File: config.mk
export PLATFORM = sky130hd
export DESIGN_NAME = max_clique_subset_search
export DESIGN_NICKNAME = d
export VERILOG_FILES = /design/src/design/mcss_pkg.sv /design/src/design/mcss_ctrl.sv /design/src/design/mcss_dp.sv /design/src/design/max_clique_subset_search.sv
export SDC_FILE = /design/constraint.sdc
export NUM_CORES = 1
export LEC_CHECK = 0
export ABC_AREA = 1
export CAP_MARGIN = 0
export CORE_MARGIN = 1
export CORE_UTILIZATION = 35
export CTS_BUF_LIST = sky130_fd_sc_hd__clkbuf_8
export CTS_CLUSTER_DIAMETER = 80
export DETAILED_ROUTE_END_ITERATION = 8
export DONT_BUFFER_PORTS = 1
export PLACE_DENSITY = 0.46
export SYNTH_ARGS = -nofsm -noshare
export SYNTH_HDL_FRONTEND = slang
export SYNTH_SLANG_ARGS = --single-unit
File: constraint.sdc
create_clock -name clk -period 5.7 [get_ports clk]
set_clock_uncertainty 0.2 [all_clocks]
set_input_delay 0.855 -clock clk [delete_from_list [all_inputs] [get_ports clk]]
set_output_delay 0.855 -clock clk [all_outputs]
set_load 0.1 [all_outputs]
File: src/design/mcss_pkg.sv
// Shared constants, state encoding and controller/datapath interface types.
package mcss_pkg;

  localparam int MAX_VERTICES_DEF = 16;
  localparam int LABEL_W          = 16;
  localparam int NB_W             = 16;
  localparam int SIZE_W           = 5;

  typedef enum logic [2:0] {
    ST_LOAD,
    ST_SEARCH,
    ST_DRAIN,
    ST_EMIT,
    ST_CLEAR
  } state_t;

  typedef struct packed {
    logic load;
    logic search_start;
    logic scan_step;
    logic emit_load;
    logic emit_skip;
    logic clear;
  } cmd_t;

  typedef struct packed {
    logic scan_last;
    logic cur_member;
    logic cur_last;
    logic out_free;
  } status_t;

endpackage

File: src/design/mcss_ctrl.sv
// Sequencer: load, subset scan, drain, member output and graph clear.
module mcss_ctrl (
  input  logic               clk,
  input  logic               rst_n,
  input  logic               in_valid,
  input  logic               in_last_vertex,
  output logic               in_stall,
  input  mcss_pkg::status_t  status,
  output mcss_pkg::cmd_t     cmd
);

  mcss_pkg::state_t state_r, state_nxt;

  always_ff @(posedge clk) begin
    if (!rst_n) begin
      state_r <= mcss_pkg::ST_LOAD;
    end else begin
      state_r <= state_nxt;
    end
  end

  always_comb begin
    state_nxt = state_r;
    cmd       = '0;
    in_stall  = 1'b1;
    case (state_r)
      mcss_pkg::ST_LOAD: begin
        in_stall = 1'b0;
        if (in_valid) begin
          cmd.load = 1'b1;
          if (in_last_vertex) begin
            cmd.search_start = 1'b1;
            state_nxt        = mcss_pkg::ST_SEARCH;
          end
        end
      end
      mcss_pkg::ST_SEARCH: begin
        cmd.scan_step = 1'b1;
        if (status.scan_last) begin
          state_nxt = mcss_pkg::ST_DRAIN;
        end
      end
      mcss_pkg::ST_DRAIN: begin
        state_nxt = mcss_pkg::ST_EMIT;
      end
      mcss_pkg::ST_EMIT: begin
        if (status.cur_member) begin
          if (status.out_free) begin
            cmd.emit_load = 1'b1;
            if (status.cur_last) begin
              state_nxt = mcss_pkg::ST_CLEAR;
            end
          end
        end else begin
          cmd.emit_skip = 1'b1;
        end
      end
      mcss_pkg::ST_CLEAR: begin
        cmd.clear = 1'b1;
        state_nxt = mcss_pkg::ST_LOAD;
      end
      default: begin
        state_nxt = mcss_pkg::ST_LOAD;
      end
    endcase
  end

endmodule

File: src/design/mcss_dp.sv
// Datapath: adjacency rows, labels, subset counter, clique test, best tracker, output register.
module mcss_dp #(
  parameter int MAX_VERTICES = mcss_pkg::MAX_VERTICES_DEF
) (
  input  logic                         clk,
  input  logic                         rst_n,
  input  mcss_pkg::cmd_t               cmd,
  output mcss_pkg::status_t            status,
  input  logic [mcss_pkg::LABEL_W-1:0] in_vertex_label,
  input  logic [mcss_pkg::NB_W-1:0]    in_neighbor_bits,
  input  logic                         out_stall,
  output logic                         out_valid,
  output logic [mcss_pkg::LABEL_W-1:0] out_member_label,
  output logic [mcss_pkg::SIZE_W-1:0]  out_clique_size,
  output logic                         out_last_member
);

  localparam int CNT_W = $clog2(MAX_VERTICES + 1);
  localparam int IDX_W = (MAX_VERTICES > 1) ? $clog2(MAX_VERTICES) : 1;
  localparam int CTR_W = MAX_VERTICES + 1;
  localparam int NBW   = (MAX_VERTICES > mcss_pkg::NB_W) ? MAX_VERTICES : mcss_pkg::NB_W;

  logic [MAX_VERTICES-1:0]      adj_r [MAX_VERTICES];
  logic [MAX_VERTICES-1:0]      adj_nxt [MAX_VERTICES];
  logic [mcss_pkg::LABEL_W-1:0] labels_r [MAX_VERTICES];
  logic [CNT_W-1:0]             count_r;
  logic [CTR_W-1:0]             ctr_r;
  logic                         valid_a_r;
  logic [MAX_VERTICES-1:0]      sub_a_r;
  logic                         ok_a_r;
  logic [CNT_W-1:0]             pc_a_r;
  logic [MAX_VERTICES-1:0]      best_r;
  logic [CNT_W-1:0]             best_size_r;
  logic [CNT_W-1:0]             idx_r;
  logic                         out_valid_r;
  logic [mcss_pkg::LABEL_W-1:0] out_label_r;
  logic [mcss_pkg::SIZE_W-1:0]  out_size_r;
  logic                         out_last_r;

  logic                         room;
  logic                         wr_en;
  logic [IDX_W-1:0]             wr_idx;
  logic [NBW-1:0]               nb_wide;
  logic [MAX_VERTICES-1:0]      sub;
  logic                         bad;
  logic [CNT_W-1:0]             pc;
  logic [CTR_W-1:0]             limit;
  logic [IDX_W-1:0]             idx_i;
  logic                         higher;

  assign room    = count_r < CNT_W'(MAX_VERTICES);
  assign wr_en   = cmd.load && room;
  assign wr_idx  = count_r[IDX_W-1:0];
  assign nb_wide = NBW'(in_neighbor_bits);

  // mirrored row update: own row takes the upper bits, later rows take this vertex's bit
  always_comb begin
    for (int r = 0; r < MAX_VERTICES; r++) begin
      adj_nxt[r] = adj_r[r];
      if (cmd.clear) begin
        adj_nxt[r] = '0;
      end else if (wr_en) begin
        for (int j = 0; j < MAX_VERTICES; j++) begin
          if (j < mcss_pkg::NB_W && nb_wide[j] && CNT_W'(r) == count_r &&
              CNT_W'(j) > count_r) begin
            adj_nxt[r][j] = 1'b1;
          end
          if (r < mcss_pkg::NB_W && nb_wide[r] && CNT_W'(j) == count_r && r > j) begin
            adj_nxt[r][j] = 1'b1;
          end
        end
      end
    end
  end

  always_ff @(posedge clk) begin
    if (!rst_n) begin
      for (int r = 0; r < MAX_VERTICES; r++) begin
        adj_r[r] <= '0;
      end
    end else begin
      for (int r = 0; r < MAX_VERTICES; r++) begin
        adj_r[r] <= adj_nxt[r];
      end
    end
  end

  always_ff @(posedge clk) begin
    if (wr_en) begin
      labels_r[wr_idx] <= in_vertex_label;
    end
  end

  always_ff @(posedge clk) begin
    if (!rst_n) begin
      count_r <= '0;
    end else if (cmd.clear) begin
      count_r <= '0;
    end else if (wr_en) begin
      count_r <= count_r + CNT_W'(1);
    end
  end

  // clique test: every member's row covers all other members
  assign sub = ctr_r[MAX_VERTICES-1:0];
  assign pc  = CNT_W'($countones(sub));

  always_comb begin
    logic [MAX_VERTICES-1:0] own;
    bad = 1'b0;
    for (int i = 0; i < MAX_VERTICES; i++) begin
      own    = '0;
      own[i] = 1'b1;
      if (sub[i] && ((sub & ~adj_r[i] & ~own) != '0)) begin
        bad = 1'b1;
      end
    end
  end

  assign limit = CTR_W'(1) << count_r;

  always_ff @(posedge clk) begin
    if (!rst_n) begin
      ctr_r <= '0;
    end else if (cmd.clear || cmd.search_start) begin
      ctr_r <= '0;
    end else if (cmd.scan_step) begin
      ctr_r <= ctr_r + CTR_W'(1);
    end
  end

  always_ff @(posedge clk) begin
    if (!rst_n) begin
      valid_a_r <= 1'b0;
    end else begin
      valid_a_r <= cmd.scan_step;
    end
  end

  always_ff @(posedge clk) begin
    sub_a_r <= sub;
    ok_a_r  <= !bad;
    pc_a_r  <= pc;
  end

  // first strictly larger clique wins
  always_ff @(posedge clk) begin
    if (!rst_n) begin
      best_r      <= '0;
      best_size_r <= '0;
    end else if (cmd.clear || cmd.search_start) begin
      best_r      <= '0;
      best_size_r <= '0;
    end else if (valid_a_r && ok_a_r && pc_a_r > best_size_r) begin
      best_r      <= sub_a_r;
      best_size_r <= pc_a_r;
    end
  end

  // member walk
  assign idx_i = idx_r[IDX_W-1:0];

  always_comb begin
    higher = 1'b0;
    for (int k = 0; k < MAX_VERTICES; k++) begin
      if (CNT_W'(k) > idx_r && best_r[k]) begin
        higher = 1'b1;
      end
    end
  end

  always_ff @(posedge clk) begin
    if (!rst_n) begin
      idx_r <= '0;
    end else if (cmd.clear || cmd.search_start) begin
      idx_r <= '0;
    end else if (cmd.emit_load || cmd.emit_skip) begin
      idx_r <= idx_r + CNT_W'(1);
    end
  end

  always_ff @(posedge clk) begin
    if (!rst_n) begin
      out_valid_r <= 1'b0;
    end else if (cmd.emit_load) begin
      out_valid_r <= 1'b1;
    end else if (!out_stall) begin
      out_valid_r <= 1'b0;
    end
  end

  always_ff @(posedge clk) begin
    if (cmd.emit_load) begin
      out_label_r <= labels_r[idx_i];
      out_size_r  <= mcss_pkg::SIZE_W'(best_size_r);
      out_last_r  <= !higher;
    end
  end

  assign status.scan_last  = (ctr_r + CTR_W'(1)) == limit;
  assign status.cur_member = best_r[idx_i];
  assign status.cur_last   = !higher;
  assign status.out_free   = !out_valid_r || !out_stall;

  assign out_valid        = out_valid_r;
  assign out_member_label = out_label_r;
  assign out_clique_size  = out_size_r;
  assign out_last_member  = out_last_r;

endmodule

File: src/design/max_clique_subset_search.sv
// Top level of the maximum clique subset search block.
//
// Usage: a graph arrives as one input beat per vertex, in local index order.
// Each beat carries the vertex label and its adjacency bits toward later
// vertices; the upper triangle is mirrored into the row store. Beats past
// MAX_VERTICES are dropped, though their last_vertex mark still counts.
// The beat with last_vertex set starts the search: every subset of the n
// loaded vertices is tested, one per cycle, in ascending order, and the
// first clique of greatest size is kept.
// Sequence: after the final beat the subset counter scans every subset, the
// pipeline drains, the member walk steps one index a cycle (holding on a
// member while the output register is stalled), and the graph is cleared.
// Output: one beat per clique member in ascending local index, each with the
// clique size; last_member marks the final one. A single output register
// holds a stalled beat; the member walk waits on it. in_stall is high from
// the state after the final input beat through the clear state, then the next
// graph may load while the last result beat still waits to be taken.
// Reset: rst_n synchronous, active low; clears rows, counts and best clique.
module max_clique_subset_search #(
  parameter int MAX_VERTICES = mcss_pkg::MAX_VERTICES_DEF
) (
  input  logic                         clk,
  input  logic                         rst_n,
  input  logic                         in_valid,
  output logic                         in_stall,
  input  logic [mcss_pkg::LABEL_W-1:0] in_vertex_label,
  input  logic [mcss_pkg::NB_W-1:0]    in_neighbor_bits,
  input  logic                         in_last_vertex,
  output logic                         out_valid,
  input  logic                         out_stall,
  output logic [mcss_pkg::LABEL_W-1:0] out_member_label,
  output logic [mcss_pkg::SIZE_W-1:0]  out_clique_size,
  output logic                         out_last_member
);

  mcss_pkg::cmd_t    cmd;
  mcss_pkg::status_t status;

  // sequencer: owns the input handshake
  mcss_ctrl u_ctrl (
    .clk            (clk),
    .rst_n          (rst_n),
    .in_valid       (in_valid),
    .in_last_vertex (in_last_vertex),
    .in_stall       (in_stall),
    .status         (status),
    .cmd            (cmd)
  );

  // storage, clique test and output register
  mcss_dp #(
    .MAX_VERTICES (MAX_VERTICES)
  ) u_dp (
    .clk              (clk),
    .rst_n            (rst_n),
    .cmd              (cmd),
    .status           (status),
    .in_vertex_label  (in_vertex_label),
    .in_neighbor_bits (in_neighbor_bits),
    .out_stall        (out_stall),
    .out_valid        (out_valid),
    .out_member_label (out_member_label),
    .out_clique_size  (out_clique_size),
    .out_last_member  (out_last_member)
  );

endmodule

## Word level (Yosys, flattened, before mapping)

Memories as Yosys holds them, arrays and structs flattened. A register that Yosys moved wholly into a read port is not among the register bits.
Index checks and enable logic that the tools add are counted.

| storage, ports and cells | value |
|---|---|
| register bits after elaboration | 81 |
| memory bits (writable) | 512 |
| input port bits | 37 |
| output and inout bits | 24 |
| word-level logic and storage cells | 1,201 |
| memories | 2 |

Memories:

| memory | depth | width | rd ports | clocked after Yosys merged registers in | write ports | RTL line | RTL |
|---|---|---|---|---|---|---|---|
| u_dp.adj_r | 16 | 16 | 16 | 0 | 16 | mcss_dp.sv:23 | `logic [MAX_VERTICES-1:0] adj_r [MAX_VERTICES];` |
| u_dp.labels_r | 16 | 16 | 1 | 1 | 1 | mcss_dp.sv:25 | `logic [mcss_pkg::LABEL_W-1:0] labels_r [MAX_VERTICES];` |

| cells by class | value |
|---|---|
| $add $sub $neg | 18 |
| magnitude comparators | 35 |
| eq/ne operators | 27 |
| shift operators | 1 |
| muxes and demuxes | 481 |
| bitwise gates (word level) | 49 |
| reduce and logical (&&, ||, !) cells | 575 |

Operators by type and width:

| operator | count |
|---|---|
| 16-bit two-way mux | 48 |
| 1-bit logical AND | 547 |
| 1-bit two-way mux | 422 |
| 16-bit nonzero test | 16 |
| 16-bit AND | 15 |
| 16-bit inverter | 15 |
| 4-bit by 5-bit > comparator with 1-bit output, first input constant | 16 |
| 4-bit by 5-bit == test with 1-bit output, first input constant | 8 |
| 3-bit by 5-bit > comparator with 1-bit output, first input constant | 8 |
| 5-bit adder | 7 |
| 3-bit by 5-bit == test with 1-bit output, first input constant | 4 |
| 1-bit by 5-bit > comparator with 1-bit output, first input constant | 4 |
| 2-bit by 5-bit > comparator with 1-bit output, first input constant | 4 |
| 3-bit two-way mux | 6 |
| 17-bit by 1-bit adder with 17-bit output, second input constant | 1 |
| 17-bit == test | 1 |
| 1-bit by 5-bit << shifter with 17-bit output, first input constant | 1 |
| 1-bit by 1-bit adder with 2-bit output | 8 |
| 1-bit OR | 16 |
| 15-bit AND | 1 |
| 15-bit inverter | 1 |
| 2-bit != test, second input constant | 6 |
| 3-bit case mux with 4 select lines | 1 |
| 5-bit by 1-bit adder with 5-bit output, second input constant | 2 |
| other kinds (18) | 28 |

## Depth between registers and ports, before layout

Gate-level depths: netlist of the first run.

| depth | value |
|---|---|
| word-level depth | 22 |
| mapped depth | 18 |
| mapped depth without buffers | 17 |

## Cells and area by module

From an unflattened synthesis of the first run, not the netlist that was laid out.

| unflattened totals | value |
|---|---|
| cell total of the unflattened synthesis | 2,783 |
| area, all modules | 24,623.6 um2 |

Modules (own cells, without submodules):

| module | times used | cells an instance | area an instance (um2) | seq. area each (um2) |
|---|---|---|---|---|
| mcss_dp | 1 | 2,740 | 24,373.4 | 14,594.0 |
| mcss_ctrl | 1 | 43 | 250.2 | 60.1 |

## Least setup slack after synthesis of the first run

OpenSTA, ideal clock, no wires.

| timing | value |
|---|---|
| path kind | register -> register |
| from | register u_dp.ctr_r[9] |
| to | register u_dp.pc_a_r[3] |
| setup time | 0.118 ns |
| arrival | 3.615 ns |
| data required time | 5.382 ns |
| slack | 1.767 ns |
| stages on the path, launching flop included | 13 |
| buffers on the path | 1 |
| clock period less this slack | 3.933 ns |
| path through | dfxtp_1 ha_1 clkbuf_1 inv_1 fa_1 fa_1 fa_1 inv_1 fa_1 ha_1 inv_1 fa_1 xnor2_1 |

| on the way | value |
|---|---|
| cells in the longest elaborated chain, start to end | 4 |

RTL lines:

| element | RTL line | RTL |
|---|---|---|
| start, declared | mcss_dp.sv:27 | `logic [CTR_W-1:0] ctr_r;` |
| start signal, assigned | mcss_dp.sv:128 | `ctr_r <= ctr_r + CTR_W'(1);` |
| 1-bit by 1-bit adder with 2-bit output (not written as such) | mcss_dp.sv:106 | `assign pc = CNT_W'($countones(sub));` |
| 5-bit adder (not written as such) (3 in series) | mcss_dp.sv:106 |  |
| net u_dp.pc[3] | mcss_dp.sv:46 | `logic [CNT_W-1:0] pc;` |
| end signal, assigned | mcss_dp.sv:143 | `pc_a_r <= pc;` |
| end, declared | mcss_dp.sv:31 | `logic [CNT_W-1:0] pc_a_r;` |

The timed path passes the listed nets, and every way through them passes these cells.
A chain may end at the register's enable or synchronous reset.

## Worst setup path after layout of the first run

| timing | value |
|---|---|
| from | register u_dp.ctr_r[15] |
| to | register u_dp.pc_a_r[3] |

The elaborated chain is that of the path after synthesis.

==> results of run 1 <==
## area by class of cell
class                      count  area, um2
fill                        6945      41200
sequential                   593      14700
multi-input combinational   1530       8020
clock buffer                 121       1670
inverter                     368       1390
tap                          931       1160
timing repair buffer          62        526
clock inverter                65        350
antenna                        3       7.51
## worst max-delay path by stage
stage	slack [ps]	cells after the start	from	endpoint
final	1530	11	u_dp.ctr_r[15]	u_dp.pc_a_r[3]
after CTS	1530	11	u_dp.ctr_r[15]	u_dp.pc_a_r[3]
after floorplan	1770	12	u_dp.ctr_r[9]	u_dp.pc_a_r[3]
after global routing	1320	11	u_dp.ctr_r[15]	u_dp.pc_a_r[3]
after detailed placement	1530	11	u_dp.ctr_r[15]	u_dp.pc_a_r[3]
after global placement	1520	11	u_dp.ctr_r[15]	u_dp.pc_a_r[2]
## timing repair
item                      CTS  global route
setup buffers               0             0
hold buffers               19             0
hold endpoints to repair  230             0
## layout by cell type (no fill, tap or decap), types with 18 or more instances in the layout
cell	count
dfxtp_1	312
clkbuf_8	121
a21oi_1	234
dlygate4sd3_1	19
buf_4	42
nand3_1	245
o22ai_1	95
nor3_1	18
inv_1	393
a31oi_1	19
a221oi_1	39
nand2_1	310
ha_1	28
edfxtp_1	278
o21ai_0	111
nor2_1	270
## power by group through the flow
stage                     combinational [W]  sequential (W)  clock [W]
final                               0.00281         0.00497    0.00380
after global routing                0.00304         0.00499    0.00408
after CTS                           0.00279         0.00496    0.00388
after detailed placement            0.00274         0.00505          0
after global placement              0.00277         0.00505          0
after floorplan                     0.00172         0.00495          0
## worst reg2reg max path, delay by kind of cell (launching register included)
family | cells | cell delay, ps
DFF | 1 | 710
adders and majority gates | 7 | 2860
xor gates and xnor gates | 1 | 130
buffers and inverters | 3 | 160
## layer usage
layer  up-vias  routed length [um]  part of all wire [%]  GRT usage [%]
li1       9084                   -                     -              -
met1      9444               38000                    46           32.5
met2       627               37600                    45           36.9
met3       159                4930                   5.9           3.67
met4         0                2610                   3.1           9.12
met5         -                   0                     0              0
## metrics by stage
step | cells | hold slack [ps] | utilization [%] | area, um2 | power (W)
4_1_cts | 3670 | 0.260 | 40.3 | 27800 | 0.0116
3_5_place_dp | 3465 | 225 | 37.1 | 25600 | 0.00779
3_3_place_gp | 3465 | 215 | 37.1 | 25600 | 0.00781
5_1_grt | 3672 | 17.1 | 40.3 | 27800 | 0.0121
2_1_floorplan | 2621 | 153 | - | 24500 | 0.00667
6_report | 3673 | 47.9 | 40.3 | 27800 | 0.0116
## flip-flops by register name, indices dropped and copies added (netlist names), 3 cells and up
| register | count |
|---|---|
| u_dp.out_member_label | 16 |
| u_dp.labels_r | 256 |
| u_ctrl.state_r | 3 |
| u_dp.best_size_r | 5 |
| u_dp.out_clique_size | 5 |
| u_dp.sub_a_r | 16 |
| u_dp.count_r | 5 |
| u_dp.ctr_r | 17 |
| u_dp.best_r | 16 |
| u_dp.adj_r | 240 |
| u_dp.pc_a_r | 5 |
| u_dp.idx_r | 5 |
## cell families (layout without fill, tap and decap cells)
logic type | after synthesis | count (layout)
DFF | 593 | 593
adders and majority gates | 39 | 39
AOI/OAI and AO/OA | 564 | 564
buffers and inverters | 498 | 616
other | 0 | 3
and+or+nand+nor | 926 | 926
xor gates and xnor gates | 1 | 1
==> impl_metrics.toml, run 1 <==
[drt]
ant_nets = 0
first_pass_iters = 5
drtIter0Drc = 1632
routed-via-count = 19300
wl_per_cell_um = 22.6
viasPerCell = 5.26
remaining_drc_errors = 0
wl_um = 83100

[timing]
tns_ps = 0
worstMarginPinSlew_ps = 1150
layout_setup_ws_ps = 1530
finalSetupViolCount = 0
rsz0062_at_grt = "no"
clock.fmax_ghz = 0.240
period_minus_slack_ps = 4170
hold_violations = 0
slew_violations = 0
max_slew_margin_pct = 23.6
layout_worst_path_cycle_share_pct = 73.2

[worst_setup_path]
path_class = "flop to flop"
rrSetupSlack_ps = 1530
crit_slowest_cell = "dfxtp_1"
rr_worst_depth = 11
cp_top_family = "adder cells"
critPathBufInv = 3
r2r-end = "u_dp.pc_a_r[3]"
cp-start-kind = "flop"
slowest_delay_ps = 710
endpoint_kind = "flop"
crit_chain = "ha_1, fa_1, inv_1, fa_1, fa_1, inv_1, fa_1, ha_1, inv_1, fa_1, xnor2_1"
cp_max_fo = 14
path_common_cell = "fa_1"
worstReg2RegStart = "u_dp.ctr_r[15]"
worstPathArrival_ps = 4550
crit_required_ps = 6080

[pwr]
p_sw_share_pct = 35.1
power_density_nw_per_um2 = 417
leakage_nw = 10.9
p_switching_w = 0.00406
internal-power_w = 0.00752
pwr-share-comb_pct = 24.2
vdd_drop_max_mv = 0.174
seqPwrFrac_pct = 42.9
p_clk_share_pct = 32.9

[logic_synthesis]
yosys-top-cells-count = "inv_1 (354), dfxtp_1 (315), nand2_1 (310), nor2_1 (284), edfxtp_1 (278)"
synth_fp_nets = 2697
async_flop_share_pct = 0
synth-main-ff-cell = "dfxtp_1"
ys_seq_area_share_pct = 59.8
muxShareOfSynthArea_pct = 0
synth_top_area_share_pct = 34.1
synth_area_um2 = 24500
synthXorXnorAreaFrac_pct = 0.0358
synth-simple-area-share_pct = 16.4
netlist.top_cell.by_area = "edfxtp_1"
avgSynthCellArea_um2 = 9.34
yosysMostFrequentCell = "inv_1"
synth_top_family_by_area = "simple AND/OR/NAND/NOR gates"
postSynthRegisterBits = 593
synth_compound_area_share_pct = 13.5
synthAdderAreaFrac_pct = 2.33
synth-edff-count = 278
yosys_warnings = 0
syn_inst = 2621
synth_area_leaders = "edfxtp_1 (34%), dfxtp_1 (26%), inv_1 (5.4%)"
synth_cell_types = 49

[die]
design.die.area_um2 = 71000
core-area_um2 = 68900
die_h_um = 267
pin_count = 61
fp-row-count = 96
start_util_pct = 35.5
die_w_um = 267

[cells_and_area]
drive_gt1_share_pct = 8.94
nets = 2736
syn2layout_area_growth_pct = 13.5

[min_path]
hold_path_depth = 0
min_path_type = "primary input to flop"
hold_end = "u_dp.labels_r[6][11]"
hp-start = "in_vertex_label[11]"

[cts]
cts_buffers = 105
clock-sinks = 593
root_buffer = "clkbuf_8"
htree_num_levels = 3
path_clk_slew_ps = 60
cts_tree = "done"
cts_buffer_depth = 3
ctsResizeCount = 0
clk-insertion-delay-late_ps = 740

[placed_design]
portBuffers = 0
place_ws_ps = 1530
dp_hpwl_um = 53100
gp_congestion = 0.905

[global_routing]
grt_pass1_vias = 18900
grtUsageTotal_pct = 23.5
overflow = 0
grt_pass1_wl_um = 124000
grt_max_degree = 92
antenna_found_initial = 2

[job]
drv_cap = 0

[run_status]
outcome = "complete, no violations"
Power figures use the tool's default switching activity.
==> run 2, diff against run 1 <==
--- a/config.mk
+++ b/config.mk
@@ -13,7 +13,7 @@
 export CTS_CLUSTER_DIAMETER = 80
 export DETAILED_ROUTE_END_ITERATION = 8
 export DONT_BUFFER_PORTS = 1
-export PLACE_DENSITY = 0.46
+export PLACE_DENSITY = 0.48
 export SYNTH_ARGS = -nofsm -noshare
 export SYNTH_HDL_FRONTEND = slang
 export SYNTH_SLANG_ARGS = --single-unit
==> constraint.sdc (replaced) <==
create_clock -name clk -period 3.7 [get_ports clk]
set_clock_uncertainty 0.2 [all_clocks]
set_input_delay 0.555 -clock clk [delete_from_list [all_inputs] [get_ports clk]]
set_output_delay 0.555 -clock clk [all_outputs]
set_load 0.1 [all_outputs]
==> run 2 against run 1 <==
  * Final cell count up 1.9%
  * Die area stayed put
  * Sequential share of layout area is 1.3 points lower
  * Critical path type unchanged
  * Largest power group unchanged
==> impl_metrics.toml, run 2 (same netlist as run 1, synthesis figures left out) <==
[run_status]
outcome = "complete, no violations"

[cts]
clk-insertion-delay-late_ps = 760
cts_buffers = 101
clock-sinks = 593
htree_num_levels = 3
cts_buffer_depth = 3
cts_tree = "done"
path_clk_slew_ps = 60
root_buffer = "clkbuf_8"

[global_routing]
grt_pass1_wl_um = 123000
overflow = 0
antenna_found_initial = 2
grtUsageTotal_pct = 23.2
grt_max_degree = 66
grt_pass1_vias = 19200

[timing]
layout_worst_path_cycle_share_pct = 99.7
worstMarginPinSlew_ps = 953
period_minus_slack_ps = 3690
clock.fmax_ghz = 0.271
finalSetupViolCount = 0
rsz0062_at_grt = "yes"
hold_violations = 0
layout_setup_ws_ps = 12.2
finalHoldWorstSlack_ps = 89.4
tns_ps = 0
max_slew_margin_pct = 36.6
slew_violations = 0

[cells_and_area]
syn2layout_area_growth_pct = 16.6
fillers = 6887
fin_cells = 3742
drive_gt1_share_pct = 11.6
final_common_cell = "inv_1"
reg.largest.list = "u_dp.labels_r: 256 flops, u_dp.adj_r: 240 flops, u_dp.ctr_r: 17 flops"
largest_reg_flops = 256
largest-register = "u_dp.labels_r"
final_cell_mix = "inv_1 (379), nand2_1 (310), dfxtp_1 (302)"
nets = 2806

[die]
core-area_um2 = 68900
design.die.area_um2 = 71000
fp-row-count = 96
start_util_pct = 35.5
die_w_um = 267
pin_count = 61
die_h_um = 267

[pwr]
power_density_nw_per_um2 = 639
leakage_nw = 11.2
vdd_drop_max_mv = 0.341

[placed_design]
dp.cells = 3521
dp_hpwl_um = 53400
portBuffers = 0
place_ws_ps = -152
gp_congestion = 0.878

[drt]
wl_per_cell_um = 22.1
viasPerCell = 5.23
wl_um = 82700
drtIter0Drc = 1639
ant_nets = 0
remaining_drc_errors = 0
routed-via-count = 19600
first_pass_iters = 6

[worst_setup_path]
cp-start-kind = "flop"
rrSetupSlack_ps = 10
path_class = "flop to flop"
crit_required_ps = 4120
worstPathArrival_ps = 4110
endpoint_kind = "flop"
cp_max_fo = 2

[job]
drv_cap = 0

[min_path]
min_path_type = "primary input to flop"
-- run 2: cell count changes in the layout (fill, tap and decap cells not counted), moves of 4 or more --
cell	before	now
dlygate4sd3_1	19	35
clkbuf_8	121	117
inv_1	393	379
nor2_2	11	15
dfxtp_2	2	11
buf_12	1	7
nor2_4	11	7
clkinv_1	13	20
buf_4	42	94
inv_2	8	13
ha_1	28	21
ha_4	0	5
dfxtp_1	312	302
-- run 2: through the flow --
step           util [%]  area, um2  power [W]
3_3_place_gp       37.8      26100     0.0122
2_1_floorplan         -      24500     0.0103
6_report           41.4      28500     0.0182
5_1_grt            41.4      28500     0.0191
3_5_place_dp       37.8      26100     0.0123
4_1_cts            41.3      28500     0.0183
-- run 2: area by class of cell --
cell class,instances,area (um2),share of cell area (%)
sequential,593,14700,51.4
multi-input combinational,1530,8080,28.3
clock buffer,117,1610,5.64
inverter,368,1390,4.86
timing repair buffer,136,1200,4.19
tap,931,1160,4.08
clock inverter,66,428,1.50
antenna,1,2.50,0.00877
-- run 2: critical path, stage by stage, from the launching register on --
cell	delay (ps)
dfxtp_2	330
ha_4	170
fa_1	530
inv_1	50
fa_1	460
fa_1	530
inv_1	50
fa_1	480
ha_2	190
inv_2	40
fa_2	530
inv_2	30
-- run 2: metal layers --
layer | routed length [um] | vias up | GRT usage (%)
li1 | - | 9227 | -
met5 | 10 | - | 0
met2 | 39200 | 614 | 38.4
met4 | 2590 | 2 | 8.54
met3 | 4420 | 148 | 3.75
met1 | 36500 | 9564 | 30.5
-- run 2: final timing paths --
path	start	to	cells after the start
hold / removal	in_last_vertex	u_ctrl.state_r[2]	4
hold reg to reg	u_dp.ctr_r[1]	u_dp.sub_a_r[1]	0
setup / recovery	u_dp.ctr_r[14]	u_dp.pc_a_r[2]	11
setup reg to reg	u_dp.ctr_r[14]	u_dp.pc_a_r[2]	11
-- run 2: timing repair --
item | CTS | global route
gates resized for setup | 5 | 14
hold buffers | 35 | 0
pin swaps | 3 | 9
buffers inserted | 0 | 2
endpoints found under the hold margin | 392 | 0
endpoints found under the setup margin | 2 | 2
-- run 2: where the power goes --
group | internal, W | switching [W] | total, W | leakage, nW
combinational | 0.00143 | 0.00331 | 0.00474 | 4.96
clock | 0.00313 | 0.00280 | 0.00593 | 1.17
sequential | 0.00733 | 0.000230 | 0.00756 | 5.06
